==> config.mk <==
export PLATFORM = sky130hd
export DESIGN_NAME = sliding_row_window_cache_unit
export DESIGN_NICKNAME = d
export VERILOG_FILES = /design/src/hdl/srwc_pkg.sv /design/src/hdl/srwc_ctrl.sv /design/src/hdl/srwc_datapath.sv /design/src/hdl/sliding_row_window_cache_unit.sv
export SDC_FILE = /design/constraint.sdc
export NUM_CORES = 1
export LEC_CHECK = 0
export ABC_AREA = 1
export CAP_MARGIN = 20
export CORE_AREA = 10 10 128 188
export CTS_BUF_LIST = sky130_fd_sc_hd__clkbuf_8 sky130_fd_sc_hd__clkbuf_16
export CTS_CLUSTER_DIAMETER = 50
export DETAILED_ROUTE_END_ITERATION = 16
export DIE_AREA = 0 0 138 198
export DONT_BUFFER_PORTS = 1
export PLACE_DENSITY = 0.84
export SLEW_MARGIN = 20
export SYNTH_ARGS = -nofsm -noshare
export SYNTH_HDL_FRONTEND = slang
export SYNTH_HIERARCHICAL = 1
export SYNTH_SLANG_ARGS = --single-unit
==> constraint.sdc <==
create_clock -name clk -period 6.42 [get_ports clk]
set_input_delay 0 -clock clk [delete_from_list [all_inputs] [get_ports clk]]
set_output_delay 0 -clock clk [all_outputs]
set_load 0.1 [all_outputs]
==> src/hdl/srwc_pkg.sv <==
`default_nettype none
package srwc_pkg;

  localparam int MAX_WINDOW_DEF = 8;
  localparam int NUM_TYPES_DEF  = 3;

  localparam int ROW_W       = 21;
  localparam int TYPE_W      = 2;
  localparam int SLOT_W      = 3;
  localparam int WROWS_W     = 4;
  localparam int REGION_W    = 20;
  localparam int CFG_DATA_W  = 20;
  localparam int CFG_INDEX_W = 2;

  // register indexes
  localparam logic [CFG_INDEX_W-1:0] CFG_CACHE_ENABLE = 2'd0;
  localparam logic [CFG_INDEX_W-1:0] CFG_WINDOW_ROWS  = 2'd1;
  localparam logic [CFG_INDEX_W-1:0] CFG_REGION_ROWS  = 2'd2;

  typedef struct packed {
    logic signed [ROW_W-1:0] row;
    logic [TYPE_W-1:0]       buf_type;
  } req_t;

  typedef struct packed {
    logic              null_row;
    logic              fetch;
    logic [SLOT_W-1:0] slot;
  } rsp_t;

  typedef struct packed {
    logic                   we;
    logic [CFG_INDEX_W-1:0] index;
    logic [CFG_DATA_W-1:0]  data;
  } cfg_wr_t;

  typedef enum logic [1:0] {
    ST_IDLE,
    ST_CLASSIFY,
    ST_COMMIT
  } state_t;

  typedef enum logic [2:0] {
    CLS_NULL,
    CLS_DIRECT,
    CLS_HIT,
    CLS_FAR,
    CLS_SLIDE
  } cls_t;

  typedef struct packed {
    logic load;
    logic classify;
    logic commit;
  } ctrl_cmd_t;

  typedef struct packed {
    logic rsp_stall;
  } dp_status_t;

endpackage
`default_nettype wire

==> src/hdl/srwc_ctrl.sv <==
`default_nettype none
module srwc_ctrl (
  input  wire                    clk,
  input  wire                    rst,
  input  wire                    req_valid,
  output logic                   req_ready,
  input  srwc_pkg::dp_status_t   status,
  output srwc_pkg::ctrl_cmd_t    cmd
);
  import srwc_pkg::*;

  state_t state, state_next;

  always_ff @(posedge clk) begin
    if (rst) begin
      state <= ST_IDLE;
    end else begin
      state <= state_next;
    end
  end

  always_comb begin
    state_next = state;
    case (state)
      ST_IDLE: begin
        if (req_valid) state_next = ST_CLASSIFY;
      end
      ST_CLASSIFY: begin
        state_next = ST_COMMIT;
      end
      ST_COMMIT: begin
        // hold until the result register can take the beat
        if (!status.rsp_stall) state_next = ST_IDLE;
      end
      default: begin
        state_next = ST_IDLE;
      end
    endcase
  end

  always_comb begin
    req_ready    = (state == ST_IDLE);
    cmd.load     = (state == ST_IDLE) && req_valid;
    cmd.classify = (state == ST_CLASSIFY);
    cmd.commit   = (state == ST_COMMIT) && !status.rsp_stall;
  end

endmodule
`default_nettype wire

==> src/hdl/srwc_datapath.sv <==
`default_nettype none
module srwc_datapath #(
  parameter int MAX_WINDOW = srwc_pkg::MAX_WINDOW_DEF,
  parameter int NUM_TYPES  = srwc_pkg::NUM_TYPES_DEF
) (
  input  wire                  clk,
  input  wire                  rst,
  input  srwc_pkg::cfg_wr_t    cfg,
  input  srwc_pkg::req_t       req_data,
  input  srwc_pkg::ctrl_cmd_t  cmd,
  output srwc_pkg::dp_status_t status,
  output logic                 rsp_valid,
  input  wire                  rsp_ready,
  output srwc_pkg::rsp_t       rsp_data
);
  import srwc_pkg::*;

  localparam int SW  = (MAX_WINDOW > 1) ? $clog2(MAX_WINDOW) : 1;
  localparam int WSW = $clog2(MAX_WINDOW + 1);
  localparam int CW  = (WSW > WROWS_W) ? WSW : WROWS_W;
  localparam int TW  = (NUM_TYPES > 1) ? $clog2(NUM_TYPES) : 1;
  localparam int LW  = SW + 2;
  localparam int IW  = ROW_W + 2;

  // configuration
  logic                cache_enable;
  logic [WROWS_W-1:0]  window_rows;
  logic [REGION_W-1:0] region_rows;

  // per-type window state; the slot map is always a rotation, kept as an offset
  logic [NUM_TYPES-1:0]    type_used;
  logic [MAX_WINDOW-1:0]   valid_bits [NUM_TYPES];
  logic signed [ROW_W-1:0] base_row   [NUM_TYPES];
  logic [SW-1:0]           rot        [NUM_TYPES];

  // request capture
  logic signed [ROW_W-1:0] req_row;
  logic [TYPE_W-1:0]       req_type;

  // classify results
  cls_t                    cls;
  logic signed [IW-1:0]    idx_i;
  logic [WSW-1:0]          wsz;
  logic [MAX_WINDOW-1:0]   v_cur;
  logic [SW-1:0]           r_cur;
  logic signed [ROW_W-1:0] base_cur;

  function automatic logic [SW-1:0] mod_add(input logic [SW-1:0] a, input logic [SW-1:0] b,
                                            input logic [WSW-1:0] w);
    logic [SW:0] s;
    logic [SW:0] wl;
    s  = {1'b0, a} + {1'b0, b};
    wl = (SW + 1)'(w);
    if (s >= wl) s = s - wl;
    return s[SW-1:0];
  endfunction

  // ---------------------------------------------------------------- classify
  logic [TW-1:0]           c_t;
  logic                    c_type_ok;
  logic [CW-1:0]           c_wext;
  logic [WSW-1:0]          c_wsize;
  logic                    c_used;
  logic signed [ROW_W-1:0] c_base;
  logic signed [IW-1:0]    c_i;
  logic signed [IW-1:0]    c_w;
  logic signed [IW-1:0]    c_wneg;
  logic signed [IW-1:0]    c_w2m1;
  logic                    c_null;
  cls_t                    c_cls;

  always_comb begin
    c_t       = req_type[TW-1:0];
    c_type_ok = ({1'b0, req_type} < (TYPE_W + 1)'(NUM_TYPES));
    c_wext    = CW'(window_rows);
    if (c_wext < CW'(2)) c_wext = CW'(2);
    if (c_wext > CW'(MAX_WINDOW)) c_wext = CW'(MAX_WINDOW);
    c_wsize = c_wext[WSW-1:0];
    c_used  = type_used[c_t];
    // first use of a type starts with the window just below row zero
    c_base  = c_used ? base_row[c_t] : (ROW_W'(0) - ROW_W'(c_wsize));
    c_i     = {{2{req_row[ROW_W-1]}}, req_row} - {{2{c_base[ROW_W-1]}}, c_base};
    c_w     = {{(IW - WSW){1'b0}}, c_wsize};
    c_wneg  = -c_w;
    c_w2m1  = c_w + c_w - $signed(IW'(1));
    c_null  = !c_type_ok || req_row[ROW_W-1] || (req_row[ROW_W-2:0] >= region_rows);
    if (c_null) begin
      c_cls = CLS_NULL;
    end else if (!cache_enable) begin
      c_cls = CLS_DIRECT;
    end else if (!c_i[IW-1] && (c_i < c_w)) begin
      c_cls = CLS_HIT;
    end else if ((c_i <= c_wneg) || (c_i >= c_w2m1)) begin
      c_cls = CLS_FAR;
    end else begin
      c_cls = CLS_SLIDE;
    end
  end

  // ------------------------------------------------------------------ commit
  logic [TW-1:0]           m_t;
  logic [MAX_WINDOW-1:0]   m_wmask;
  logic [SW-1:0]           m_idx;
  logic                    m_neg;
  logic [SW-1:0]           m_wm1;
  logic [SW-1:0]           m_e;
  logic signed [LW-1:0]    m_d;
  logic signed [LW-1:0]    m_dneg;
  logic signed [LW-1:0]    m_wl;
  logic signed [LW-1:0]    m_rsum;
  logic [SW-1:0]           m_rnew;
  logic [SW-1:0]           m_amt;
  logic [MAX_WINDOW-1:0]   m_vm;
  logic [MAX_WINDOW-1:0]   m_vslide;
  logic [MAX_WINDOW-1:0]   m_vhit;
  logic signed [ROW_W-1:0] m_base_slide;
  logic [SW-1:0]           m_pos;
  logic [SW+SLOT_W-1:0]    m_pos_ext;
  rsp_t                    m_rsp;

  always_comb begin
    m_t = req_type[TW-1:0];
    for (int j = 0; j < MAX_WINDOW; j++) begin
      m_wmask[j] = (WSW'(j) < wsz);
    end
    m_idx  = idx_i[SW-1:0];
    m_neg  = idx_i[IW-1];
    m_wm1  = SW'(wsz - WSW'(1));
    m_e    = m_neg ? '0 : m_wm1;
    // window shift: below the window the new base is the row, above it row - (w-1)
    m_d    = m_neg ? idx_i[LW-1:0] : (idx_i[LW-1:0] - $signed(LW'(m_wm1)));
    m_dneg = -m_d;
    m_wl   = $signed(LW'(wsz));
    m_rsum = $signed(LW'(r_cur)) + m_d;
    if (m_rsum[LW-1]) begin
      m_rsum = m_rsum + m_wl;
    end else if (m_rsum >= m_wl) begin
      m_rsum = m_rsum - m_wl;
    end
    m_rnew   = m_rsum[SW-1:0];
    m_amt    = m_neg ? m_dneg[SW-1:0] : m_d[SW-1:0];
    m_vm     = v_cur & m_wmask;
    m_vslide = m_neg ? ((m_vm << m_amt) & m_wmask) : (m_vm >> m_amt);
    m_vslide = m_vslide | (MAX_WINDOW'(1) << m_e);
    m_vhit   = v_cur | (MAX_WINDOW'(1) << m_idx);
    m_base_slide = req_row - $signed(ROW_W'(m_e));

    m_pos = '0;
    case (cls)
      CLS_HIT:   m_pos = mod_add(m_idx, r_cur, wsz);
      CLS_FAR:   m_pos = r_cur;
      CLS_SLIDE: m_pos = mod_add(m_e, m_rnew, wsz);
      default:   m_pos = '0;
    endcase
    m_pos_ext = {{SLOT_W{1'b0}}, m_pos};

    m_rsp.null_row = 1'b0;
    m_rsp.fetch    = 1'b1;
    m_rsp.slot     = m_pos_ext[SLOT_W-1:0];
    case (cls)
      CLS_NULL: begin
        m_rsp.null_row = 1'b1;
        m_rsp.fetch    = 1'b0;
        m_rsp.slot     = '0;
      end
      CLS_DIRECT: m_rsp.slot  = '0;
      CLS_HIT:    m_rsp.fetch = !v_cur[m_idx];
      default:    m_rsp.fetch = 1'b1;
    endcase
  end

  // --------------------------------------------------------------- registers
  always_ff @(posedge clk) begin
    if (rst) begin
      cache_enable <= 1'b1;
      window_rows  <= WROWS_W'(8);
      region_rows  <= REGION_W'(1);
      type_used    <= '0;
      rsp_valid    <= 1'b0;
    end else begin
      if (cmd.commit) begin
        rsp_valid <= 1'b1;
      end else if (rsp_ready) begin
        rsp_valid <= 1'b0;
      end
      if (cmd.commit && (cls == CLS_HIT || cls == CLS_FAR || cls == CLS_SLIDE)) begin
        type_used[m_t] <= 1'b1;
      end
      if (cfg.we) begin
        case (cfg.index)
          CFG_CACHE_ENABLE: cache_enable <= cfg.data[0];
          CFG_WINDOW_ROWS: begin
            window_rows <= cfg.data[WROWS_W-1:0];
            type_used   <= '0;  // every window discarded
          end
          CFG_REGION_ROWS: region_rows <= cfg.data[REGION_W-1:0];
          default: ;
        endcase
      end
    end
  end

  always_ff @(posedge clk) begin
    if (cmd.load) begin
      req_row  <= req_data.row;
      req_type <= req_data.buf_type;
    end
    if (cmd.classify) begin
      cls      <= c_cls;
      idx_i    <= c_i;
      wsz      <= c_wsize;
      v_cur    <= c_used ? valid_bits[c_t] : '0;
      r_cur    <= c_used ? rot[c_t] : '0;
      base_cur <= c_base;
    end
    if (cmd.commit) begin
      rsp_data <= m_rsp;
      case (cls)
        CLS_HIT: begin
          valid_bits[m_t] <= m_vhit;
          base_row[m_t]   <= base_cur;
          rot[m_t]        <= r_cur;
        end
        CLS_FAR: begin
          valid_bits[m_t] <= MAX_WINDOW'(1);
          base_row[m_t]   <= req_row;
          rot[m_t]        <= r_cur;
        end
        CLS_SLIDE: begin
          valid_bits[m_t] <= m_vslide;
          base_row[m_t]   <= m_base_slide;
          rot[m_t]        <= m_rnew;
        end
        default: ;
      endcase
    end
  end

  assign status.rsp_stall = rsp_valid && !rsp_ready;

endmodule
`default_nettype wire

==> src/hdl/sliding_row_window_cache_unit.sv <==
`default_nettype none
// Row window cache controller. Each request beat names a row and a cell type
// and returns one beat: null_row when the row lies outside the region, fetch
// when the caller must read the row into the returned slot, and the slot. A
// request passes capture, classify against the type's window and commit of
// window state and result; commit waits while an earlier result is still held
// in the output register, and the next request is captured while a result
// waits. A slide moves the slot rotation offset and shifts the valid marks in
// the commit cycle; a rebase keeps the offset and marks only the new row.
// Writing window_rows discards all windows; no clearing pass is needed.
// Configuration must be written only while no request is in flight.
module sliding_row_window_cache_unit #(
  parameter int MAX_WINDOW = srwc_pkg::MAX_WINDOW_DEF,
  parameter int NUM_TYPES  = srwc_pkg::NUM_TYPES_DEF
) (
  input  wire                                  clk,
  input  wire                                  rst,
  input  wire                                  req_valid,
  output logic                                 req_ready,
  input  srwc_pkg::req_t                       req_data,
  output logic                                 rsp_valid,
  input  wire                                  rsp_ready,
  output srwc_pkg::rsp_t                       rsp_data,
  input  wire                                  cfg_we,
  input  wire [srwc_pkg::CFG_INDEX_W-1:0]      cfg_index,
  input  wire [srwc_pkg::CFG_DATA_W-1:0]       cfg_data
);
  import srwc_pkg::*;

  ctrl_cmd_t  cmd;
  dp_status_t status;
  cfg_wr_t    cfg;

  assign cfg.we    = cfg_we;
  assign cfg.index = cfg_index;
  assign cfg.data  = cfg_data;

  srwc_ctrl u_ctrl (
    .clk       (clk),
    .rst       (rst),
    .req_valid (req_valid),
    .req_ready (req_ready),
    .status    (status),
    .cmd       (cmd)
  );

  srwc_datapath #(
    .MAX_WINDOW (MAX_WINDOW),
    .NUM_TYPES  (NUM_TYPES)
  ) u_datapath (
    .clk       (clk),
    .rst       (rst),
    .cfg       (cfg),
    .req_data  (req_data),
    .cmd       (cmd),
    .status    (status),
    .rsp_valid (rsp_valid),
    .rsp_ready (rsp_ready),
    .rsp_data  (rsp_data)
  );

endmodule
`default_nettype wire
==> flow_summary.ini, run 1 <==
[sta]
setup_tns_ns = 0
slew_viol_final = 0
hold_viol = 0
fin_crit_sh = 0.923
fin_skew_ns = 0.0210
worst-slew-pin-transition_ns = 1.03
maxSlewHeadroom = 0.316
finalSetupViolCount = 0
rsz0062_at_grt = no
period_needed_ns = 5.93
max_freq_mhz = 169

[logic_synthesis]
seq_area_frac_synth = 0.436
async_reset_ff_frac = 0
synthFlopType = edfxtp_1
yosys_warnings = 6
yosysUniqueCellTypes = 60
synth.top_cell.area_share = 0.386
synth_area_leaders = edfxtp_1 39%, ha_1 10%, nand2_1 8.9%, a21oi_1 5.9%, inv_1 5.6%
netlist_instances = 1568
ys_ff_latch = 202
yosys.area.top_type = edfxtp_1
synth.avg_cell_area_um2 = 8.39
synth_edf_count = 169
synthesis.area_um2 = 13200

[worst_setup_path]
endpoint_kind = register
reg2reg_to = u_datapath/rsp_data[0]
critPathMostFrequentCell = ha_1
crit_end = u_datapath/rsp_data[0]
rrSetupSlack_ns = 0.49
cp_data_required_time_ns = 6.68
crit_slowest_cell = fa_1
crit_path_start_kind = register
cp_max_fo = 6
cpPeakStageDelay_ns = 0.41
worstSetupPathType = register to register
critPathArrivalTime_ns = 6.19
r2r-start = u_datapath/wsz[1]
ff2ff_path_depth = 28
timing.critical_path.from = u_datapath/wsz[1]

[final_layout]
nets = 1822
syn_to_final_growth_pct = 12.8
final.fill_count = 1592
drive_gt1_frac = 0.0797

[floorplanning]
pin_count = 57
die_w_um = 138
die_h_um = 198
die_area_um2 = 27300
coreArea_um2 = 20800
initial_core_util = 0.632
rows = 65

[drt]
vias = 11742
wl_per_cell_um = 20.7
ant_nets = 0
dr.pass1.iters = 5
drc = 0
wl_mm = 40.2
first_iter_violations = 986
routed_via_density = 6.06

[clock_tree]
cts_tree = built
htree_levels = 1
cts.sinks = 202
clock-root-buffer = clkbuf_16
cts_buffer_depth = 3
cts_made_buffers = 20
clk_pin_slew_ns = 0.07
postCtsSetupBuffers = 0
clk_latency_ns = 0.51

[power_and_ir_drop]
power.total_mw = 3.54
p_per_area_nw_per_um2 = 239
power.leakage_nw = 6.49
ir_drop_mv = 0.226

[global_routing]
grt_pass1_vias = 11891
overflow = 0
grt_first_pass_wirelength_mm = 62.6
antenna_found_initial = 2
grt_util_all_layers = 0.285
grt_max_degree = 46

[placement]
gp_congestion = 0.952
port_buffers = 0
dp_hpwl_mm = 29.3

[outcome]
status = complete, no violations

[job]
cap_violations = 0

[hold_path]
min_path_type = input port to register
## registers in the layout, indices dropped and copies added, names as in the netlist, named ones only
name                     cells
u_datapath/c_t               2
u_datapath/window_rows       4
u_datapath/base_cur         21
u_datapath/idx_i             6
u_datapath/rot               9
u_datapath/rsp_valid         1
u_datapath/valid_bits       24
u_ctrl/state                 2
u_datapath/req_row          21
u_datapath/r_cur             3
u_datapath/cls               3
u_datapath/region_rows      20
u_datapath/base_row         63
u_datapath/v_cur             8
u_datapath/cache_enable      1
u_datapath/wsz               4
u_datapath/rsp_data          5
u_datapath/type_used         3
## per-stage QoR
step	util	setup slack (ns)	hold slack (ns)	std cells	area, um2
after global routing	0.712	0.0111	0.124	1938	14800
after floorplan	-	0.665	0.0624	1585	13200
after detailed placement	0.656	0.500	0.0649	1847	13700
after global placement	0.656	0.642	0.0648	1847	13700
after CTS	0.711	0.479	0.105	1935	14800
final	0.712	0.492	0.116	1938	14800
## worst max-delay path: cells and delay by family, from the launching register on
family                     cells  cell delay, ns
AOI/OAI and AO/OA             10            1.79
xor gates and xnor gates       2            0.40
adders and majority gates      7            2.22
buffers and inverters          4            0.25
DFF                            1            0.37
and+or+nand+nor                5            0.65
## report_power, final
part,internal (mW),total (mW),switching (mW)
registers,1.46,1.52,0.0558
clock network,0.618,1.12,0.506
logic,0.319,0.897,0.578
total,2.40,3.54,1.14
## how the worst min path moves through the flow
stage                  from                      to  slack [ns]  cells past startpoint
4_1_cts        req_data[12]  u_datapath/req_row[10]        0.10                      1
5_1_grt        req_data[15]  u_datapath/req_row[13]        0.12                      1
3_3_place_gp            rst         u_ctrl/state[1]        0.06                      1
2_1_floorplan           rst         u_ctrl/state[1]        0.06                      1
3_5_place_dp            rst         u_ctrl/state[1]        0.06                      1
6_report       req_data[15]  u_datapath/req_row[13]        0.12                      1
## timing repair
action / CTS / global route
endpoints found under the hold margin: 53 / 0
hold buffers: 52 / 0
resized for setup: 0 / 2
endpoints found under the setup margin: 0 / 3
## cell usage after synthesis, types with 4 or more instances
library cell and instances:
o21ai_0 113, xor2_1 13, o311ai_0 4, or2_2 4, dfxtp_1 33, xnor2_1 10, nand2_1 313, nand4_1 13
o21a_1 4, o21ai_1 5, a31oi_1 4, o22ai_1 10, a21oi_1 156, o211ai_1 12, nand2_4 4, fa_1 10
nand3_2 10, edfxtp_1 169, ha_1 108, inv_2 11, nand3_1 84, nand2_2 18, clkbuf_1 35, a211oi_1 5
nor3_1 29, nor2_2 4, a22oi_1 5, inv_1 196, nor2_1 133
## routing by layer
layer | GRT usage | share of wire
met1 | 0.281 | 0.33
met2 | 0.535 | 0.53
met3 | 0.0343 | 0.062
met4 | 0.212 | 0.082
met5 | 0 | 0
## cell families (layout without fill, tap and decap cells)
logic type,after synthesis,after routing,synth area share
AO/OA/AOI/OAI,346,346,0.147
flip-flops,202,202,0.436
AND/OR/NAND/NOR,627,627,0.211
XOR/XNOR,23,23,0.0153
buffers and inverters,250,333,0.0725
other,2,21,0.000571
adder cells (fa/ha/maj),118,118,0.118
## final cells by class
| type | instances | area, um2 | area share |
|---|---|---|---|
| Sequential cell | 202 | 5740 | 0.387 |
| Multi-Input combinational cell | 1133 | 6550 | 0.442 |
| Antenna cell | 2 | 5.00 | 0.000337 |
| Clock inverter | 16 | 126 | 0.00852 |
| Tap cell | 268 | 335 | 0.0226 |
| Timing Repair Buffer | 87 | 791 | 0.0533 |
| Clock buffer | 20 | 500 | 0.0337 |
| Inverter | 210 | 788 | 0.0531 |
## cell usage in the layout, fill, tap and decap left out, types with 3 or more instances in the layout
cell,count
a211oi_1,5
o311ai_0,4
nor2_1,132
dfxtp_1,33
a21o_1,3
o21ai_1,5
fa_1,10
o221ai_1,3
nor2_2,5
a31oi_1,4
ha_1,108
xor2_1,13
buf_4,34
o211ai_1,12
clkbuf_16,20
nor3_2,6
clkinv_1,7
nand4_1,13
dlygate4sd3_1,52
nand2_4,4
inv_1,200
o22ai_1,10
nor3_1,26
nand2_1,313
clkinv_2,3
conb_1,19
a21oi_2,5
a21oi_1,154
nand3_1,84
or2_2,4
inv_2,11
o21ai_0,113
nor4_1,3
a22oi_1,5
edfxtp_1,169
xnor2_1,10
nand2_2,18
o21a_1,4
nand3_2,10
(Power assumes the default switching activity.)
==> run 2: changes to the inputs <==
Settings changed: CELL_PAD_IN_SITES_DETAIL_PLACEMENT from default to 1, CELL_PAD_IN_SITES_GLOBAL_PLACEMENT from default to 1, CORE_AREA 10 10 128 188 to 10 10 144 212, DIE_AREA 0 0 138 198 to 0 0 154 222, PLACE_DENSITY 0.84 to 0.85.
==> flow_summary.ini, run 2 (same netlist as run 1, synthesis figures left out) <==
[floorplanning]
die_w_um = 154
coreArea_um2 = 26600
rows = 73
die_h_um = 222
die_area_um2 = 34200
initial_core_util = 0.495
pin_count = 57

[power_and_ir_drop]
ir_drop_mv = 0.211
p_int_mw = 2.46
p_per_area_nw_per_um2 = 249
power.total_mw = 3.74
comb_power_share = 0.256
p_clk_frac = 0.338
power.leakage_nw = 6.54
power_switching_mw = 1.29
switching_share = 0.344
pwr-share-seq = 0.406

[hold_path]
hold_depth = 4
holdPathEnd = u_datapath/region_rows[1]
worst_hold_startpoint = cfg_index[1]
min_path_type = input port to register

[drt]
wl_per_cell_um = 25.1
dr.pass1.iters = 5
vias = 12205
drc = 0
wl_mm = 50.6
routed_via_density = 6.06
ant_nets = 0
first_iter_violations = 669

[clock_tree]
cts.sinks = 202
cts_made_buffers = 23
clk_pin_slew_ns = 0.07
clk_latency_ns = 0.56
clock-root-buffer = clkbuf_16
htree_levels = 1
cts_tree = built
cts_buffer_depth = 3

[sta]
setup_tns_ns = 0
max_freq_mhz = 166
setup_slack_ns = 0.380
fin_crit_sh = 0.941
hold_viol = 0
slew_viol_final = 0
period_needed_ns = 6.04
fin_skew_ns = 0.0247
maxSlewHeadroom = 0.241
finalSetupViolCount = 0
worst-slew-pin-transition_ns = 1.11

[final_layout]
drive_gt1_frac = 0.0848
mostFrequentLayoutCells = 313 x nand2_1, 197 x inv_1, 169 x edfxtp_1
finalNonFillerCells = 2014
syn_to_final_growth_pct = 14.2
final-seq-area_um2 = 5740
final.fill_count = 3173
final_common_cell = nand2_1
top_register = u_datapath/base_row
largest_register_ffs = 63
nets = 1826
multi_input_area_um2 = 6570
final_core_util = 0.565
reg.largest.list = u_datapath/base_row x63, u_datapath/valid_bits x24

[global_routing]
grt_pass1_vias = 13302
grt_util_all_layers = 0.283
grt_first_pass_wirelength_mm = 76.0
antenna_found_initial = 2
overflow = 0
grt_max_degree = 46

[worst_setup_path]
crit_path_start_kind = register
critPathArrivalTime_ns = 6.33
critPathMostFrequentCell = inv_1
endpoint_kind = register
cpPeakStageDelay_ns = 0.66
cp.buffers_inverters = 5
r2r-start = u_datapath/wsz[0]
rrSetupSlack_ns = 0.38
cp_max_fo = 6
ff2ff_path_depth = 27
reg2reg_to = u_datapath/rsp_data[0]
cp_data_required_time_ns = 6.71
crit_slowest_cell = fa_1
crit_family = adder cells
worstSetupPathType = register to register

[placement]
pre_cts_ws_ns = 0.435
place_inst = 1915
dp_hpwl_mm = 33.8
port_buffers = 0
gp_congestion = 0.980

[job]
cap_violations = 0

[outcome]
status = complete, no violations
==> run 2: layout make-up <==
type | count | share of cell area
sequential | 202 | 0.382
timing repair buffer | 88 | 0.0533
inverter | 210 | 0.0525
clock buffer | 23 | 0.0383
tap | 337 | 0.0281
multi-input combinational | 1133 | 0.437
clock inverter | 19 | 0.00808
antenna | 2 | 0.000333
==> run 2: worst max-delay path by stage <==
stage | start | end | slack (ns) | cells past startpoint
after floorplan | u_datapath/wsz[1] | u_datapath/rsp_data[0] | 0.66 | 28
after CTS | u_datapath/wsz[0] | u_datapath/rsp_data[0] | 0.40 | 27
after global placement | u_datapath/wsz[0] | u_datapath/rsp_data[0] | 0.64 | 28
after detailed placement | u_datapath/wsz[0] | u_datapath/rsp_data[0] | 0.43 | 27
after global routing | u_datapath/wsz[0] | u_datapath/rsp_data[0] | -0.05 | 28
final | u_datapath/wsz[0] | u_datapath/rsp_data[0] | 0.38 | 27
==> run 2: repair_timing <==
item / CTS / global route
resized for setup: 0 / 5
endpoints found under the hold margin: 56 / 3
setup endpoints to repair: 0 / 6
buffers inserted: 0 / 1
hold buffers: 52 / 1
==> run 2: worst min-delay path, stage by stage <==
cell	delay (ns)
inv_1	0.06
nor3_1	0.08
inv_1	0.27
a21oi_1	0.14
==> run 2: per-layer routing <==
layer / GRT usage / vias to the layer above / wire length, um
li1: - / 5534 / -
met2: 0.518 / 468 / 26500
met4: 0.244 / 0 / 5150
met3: 0.0433 / 246 / 2310
met1: 0.264 / 5957 / 16600
met5: 0 / - / 0
==> run 2: metrics by stage <==
step | hold WS [ns] | cell area [um2]
final | 0.0634 | 15000
after global routing | 0.0522 | 15000
after CTS | 0.0562 | 15000
after detailed placement | 0.0704 | 13700
after global placement | 0.0650 | 13700
after floorplan | 0.0624 | 13200
==> run 2: power groups by stage <==
stage | sequential [mW] | combinational, mW | clock, mW
6_report | 1.52 | 0.958 | 1.27
5_1_grt | 1.52 | 1.05 | 1.34
4_1_cts | 1.52 | 0.902 | 1.25
3_5_place_dp | 1.54 | 0.857 | 0
3_3_place_gp | 1.54 | 0.811 | 0
2_1_floorplan | 1.52 | 0.611 | 0
==> run 3: changes to the inputs <==
Settings changed: CORE_AREA 10 10 144 212 to 10 10 144 213, DIE_AREA 0 0 154 222 to 0 0 154 223, SYNTH_HIERARCHICAL 1 to default.
==> flow_summary.ini, run 3 <==
[outcome]
status = finished, violations left
violations = hold timing

[global_routing]
grt.busiest_layer = met2
met2_usage = 0.519
overflow = 0
met1_usage = 0.266
grt_first_pass_wirelength_mm = 76.6
grt_util_all_layers = 0.281
use_met3 = 0.0522
grt_max_degree = 46
grt_pass1_vias = 13554
antenna_found_initial = 2

[final_layout]
reg.largest.list = u_datapath.base_row x63, u_datapath.valid_bits x24
final_common_cell = nand2_1
final_core_util = 0.559
mostFrequentLayoutCells = 360 x nand2_1, 203 x inv_1, 169 x edfxtp_1
fin_area_um2 = 15100
finalNonFillerCells = 2013
largest_register_ffs = 63
nets = 1818
syn_to_final_growth_pct = 13.9
drive_gt1_frac = 0.0808
top_register = u_datapath.base_row

[logic_synthesis]
yosys_warnings = 0
ys_ff_latch = 202
synthesis.area_um2 = 13200
synth_edf_count = 169
synth_area_leaders = edfxtp_1 38%, nand2_1 10%, ha_1 9.8%, inv_1 5.8%, dfxtp_1 5.0%
synth_commonest_cells = 360 x nand2_1, 203 x inv_1, 169 x edfxtp_1
async_reset_ff_frac = 0
yosys.cell_count.top_type = nand2_1
synth_compound_area_frac = 0.130
synth.avg_cell_area_um2 = 8.36
synth_fa_ha_area_frac = 0.114
synthFlopType = edfxtp_1
yosysUniqueCellTypes = 59
yosys.area_share.simple = 0.225
synth_xor_area_frac = 0.0237
muxShareOfSynthArea = 0
synth.top_cell.area_share = 0.384
seq_area_frac_synth = 0.434
yosys.area.top_type = edfxtp_1
synth_top_family_by_area = simple AND/OR/NAND/NOR gates
netlist_instances = 1581

[placement]
place_inst = 1913
dp_hpwl_mm = 33.0
placed_cell_area_um2 = 13700
port_buffers = 0
gp_congestion = 0.916

[drt]
dr.pass1.iters = 7
drc = 0
ant_nets = 0
first_iter_violations = 732
vias = 12334
wl_per_cell_um = 24.7
wl_mm = 49.6
routed_via_density = 6.13

[worst_setup_path]
rrSetupSlack_ns = 0.47
ff2ff_path_depth = 28
timing.critical_path.from = u_datapath.wsz[1]
critPathArrivalTime_ns = 6.24
endpoint_kind = register
cpPeakStageDelay_ns = 0.54
reg2reg_to = u_datapath.rsp_data[2]
r2r-start = u_datapath.wsz[1]
crit_end = u_datapath.rsp_data[2]
worstSetupPathType = register to register
critPathMostFrequentCell = inv_1
crit_path_start_kind = register
crit_slowest_cell = fa_1
cp_data_required_time_ns = 6.71
cp_max_fo = 6

[power_and_ir_drop]
power.leakage_nw = 6.57
power.total_mw = 3.81
ir_drop_mv = 0.241
p_per_area_nw_per_um2 = 253

[clock_tree]
cts_buffer_depth = 3
htree_levels = 1
cts_made_buffers = 22
cts_tree = built
clock-root-buffer = clkbuf_16
clk_pin_slew_ns = 0.07
cts.sinks = 202
clk_latency_ns = 0.56

[sta]
hold-worst-slack_ns = -0.0442
period_needed_ns = 5.95
fin_crit_sh = 0.927
worst-slew-pin-transition_ns = 1.11
fin_skew_ns = 0.0285
maxSlewHeadroom = 0.262
slew_viol_final = 0
max_freq_mhz = 168
finalSetupViolCount = 0
hold_viol = 4

[floorplanning]
die_h_um = 223
die_w_um = 154
rows = 74
coreArea_um2 = 26900
pin_count = 57
die_area_um2 = 34300
initial_core_util = 0.491

[job]
cap_violations = 0

[hold_path]
min_path_type = input port to register
run 3: cells by family (layout without fill, tap and decap cells):
kind of cell | count (synthesis) | in the layout
other | 2 | 7
adder cells (fa/ha/maj) | 114 | 114
buffers and inverters | 252 | 337
AO/OA/AOI/OAI | 304 | 304
AND/OR/NAND/NOR | 673 | 673
XOR/XNOR | 34 | 34
flip-flops | 202 | 202
run 3: worst min path at each step:
stage                    from                   endpoint  slack, ns  cells after the start
floorplan                 rst            u_ctrl.state[1]       0.07                      1
global placement          rst       u_datapath.rsp_valid       0.07                      1
detailed placement        rst            u_ctrl.state[0]       0.08                      1
CTS                 req_valid     u_datapath.req_row[17]       0.05                      3
global route           cfg_we  u_datapath.region_rows[1]       0.02                      4
finish                 cfg_we  u_datapath.region_rows[1]      -0.04                      4
run 3: metrics by stage:
stage	TNS [ns]	setup slack (ns)
floorplan	0	0.768
global placement	0	0.730
detailed placement	0	0.428
CTS	0	0.432
global route	-0.0811	-0.0501
finish	0	0.470
run 3: repair_timing:
| action | in CTS | in global routing |
|---|---|---|
| hold buffers | 54 | 1 |
| resized for setup | 0 | 3 |
| setup buffers | 0 | 3 |
| endpoints found under the hold margin | 53 | 4 |
| endpoints found under the setup margin | 0 | 3 |
run 3: area by class of cell:
class	instances	area, um2
antenna	1	2.50
sequential	202	5740
clock buffer	24	578
tap	342	428
inverter	212	800
clock inverter	16	153
fill	3176	11900
multi-input combinational	1131	6570
timing repair buffer	85	793
run 3: routing by layer:
metal / vias up / share of wire
li1: 5482 / -
met1: 6041 / 0.33
met4: 2 / 0.088
met3: 262 / 0.058
met5: - / 0.00064
met2: 547 / 0.52
run 3: worst max-delay path: cells and delay by family, from the launching register on:
family / cells / cell delay [ns]
buffers and inverters: 6 / 0.60
DFF: 1 / 0.40
and+or+nand+nor: 5 / 0.40
xor gates and xnor gates: 2 / 0.41
adders and majority gates: 7 / 2.57
AOI/OAI and AO/OA: 8 / 1.33
run 3: power by group:
group | internal (mW) | leakage [nW] | total [mW] | switching [mW]
clock network | 0.737 | 0.370 | 1.32 | 0.581
logic | 0.334 | 4.40 | 0.974 | 0.640
registers | 1.47 | 1.80 | 1.52 | 0.0529
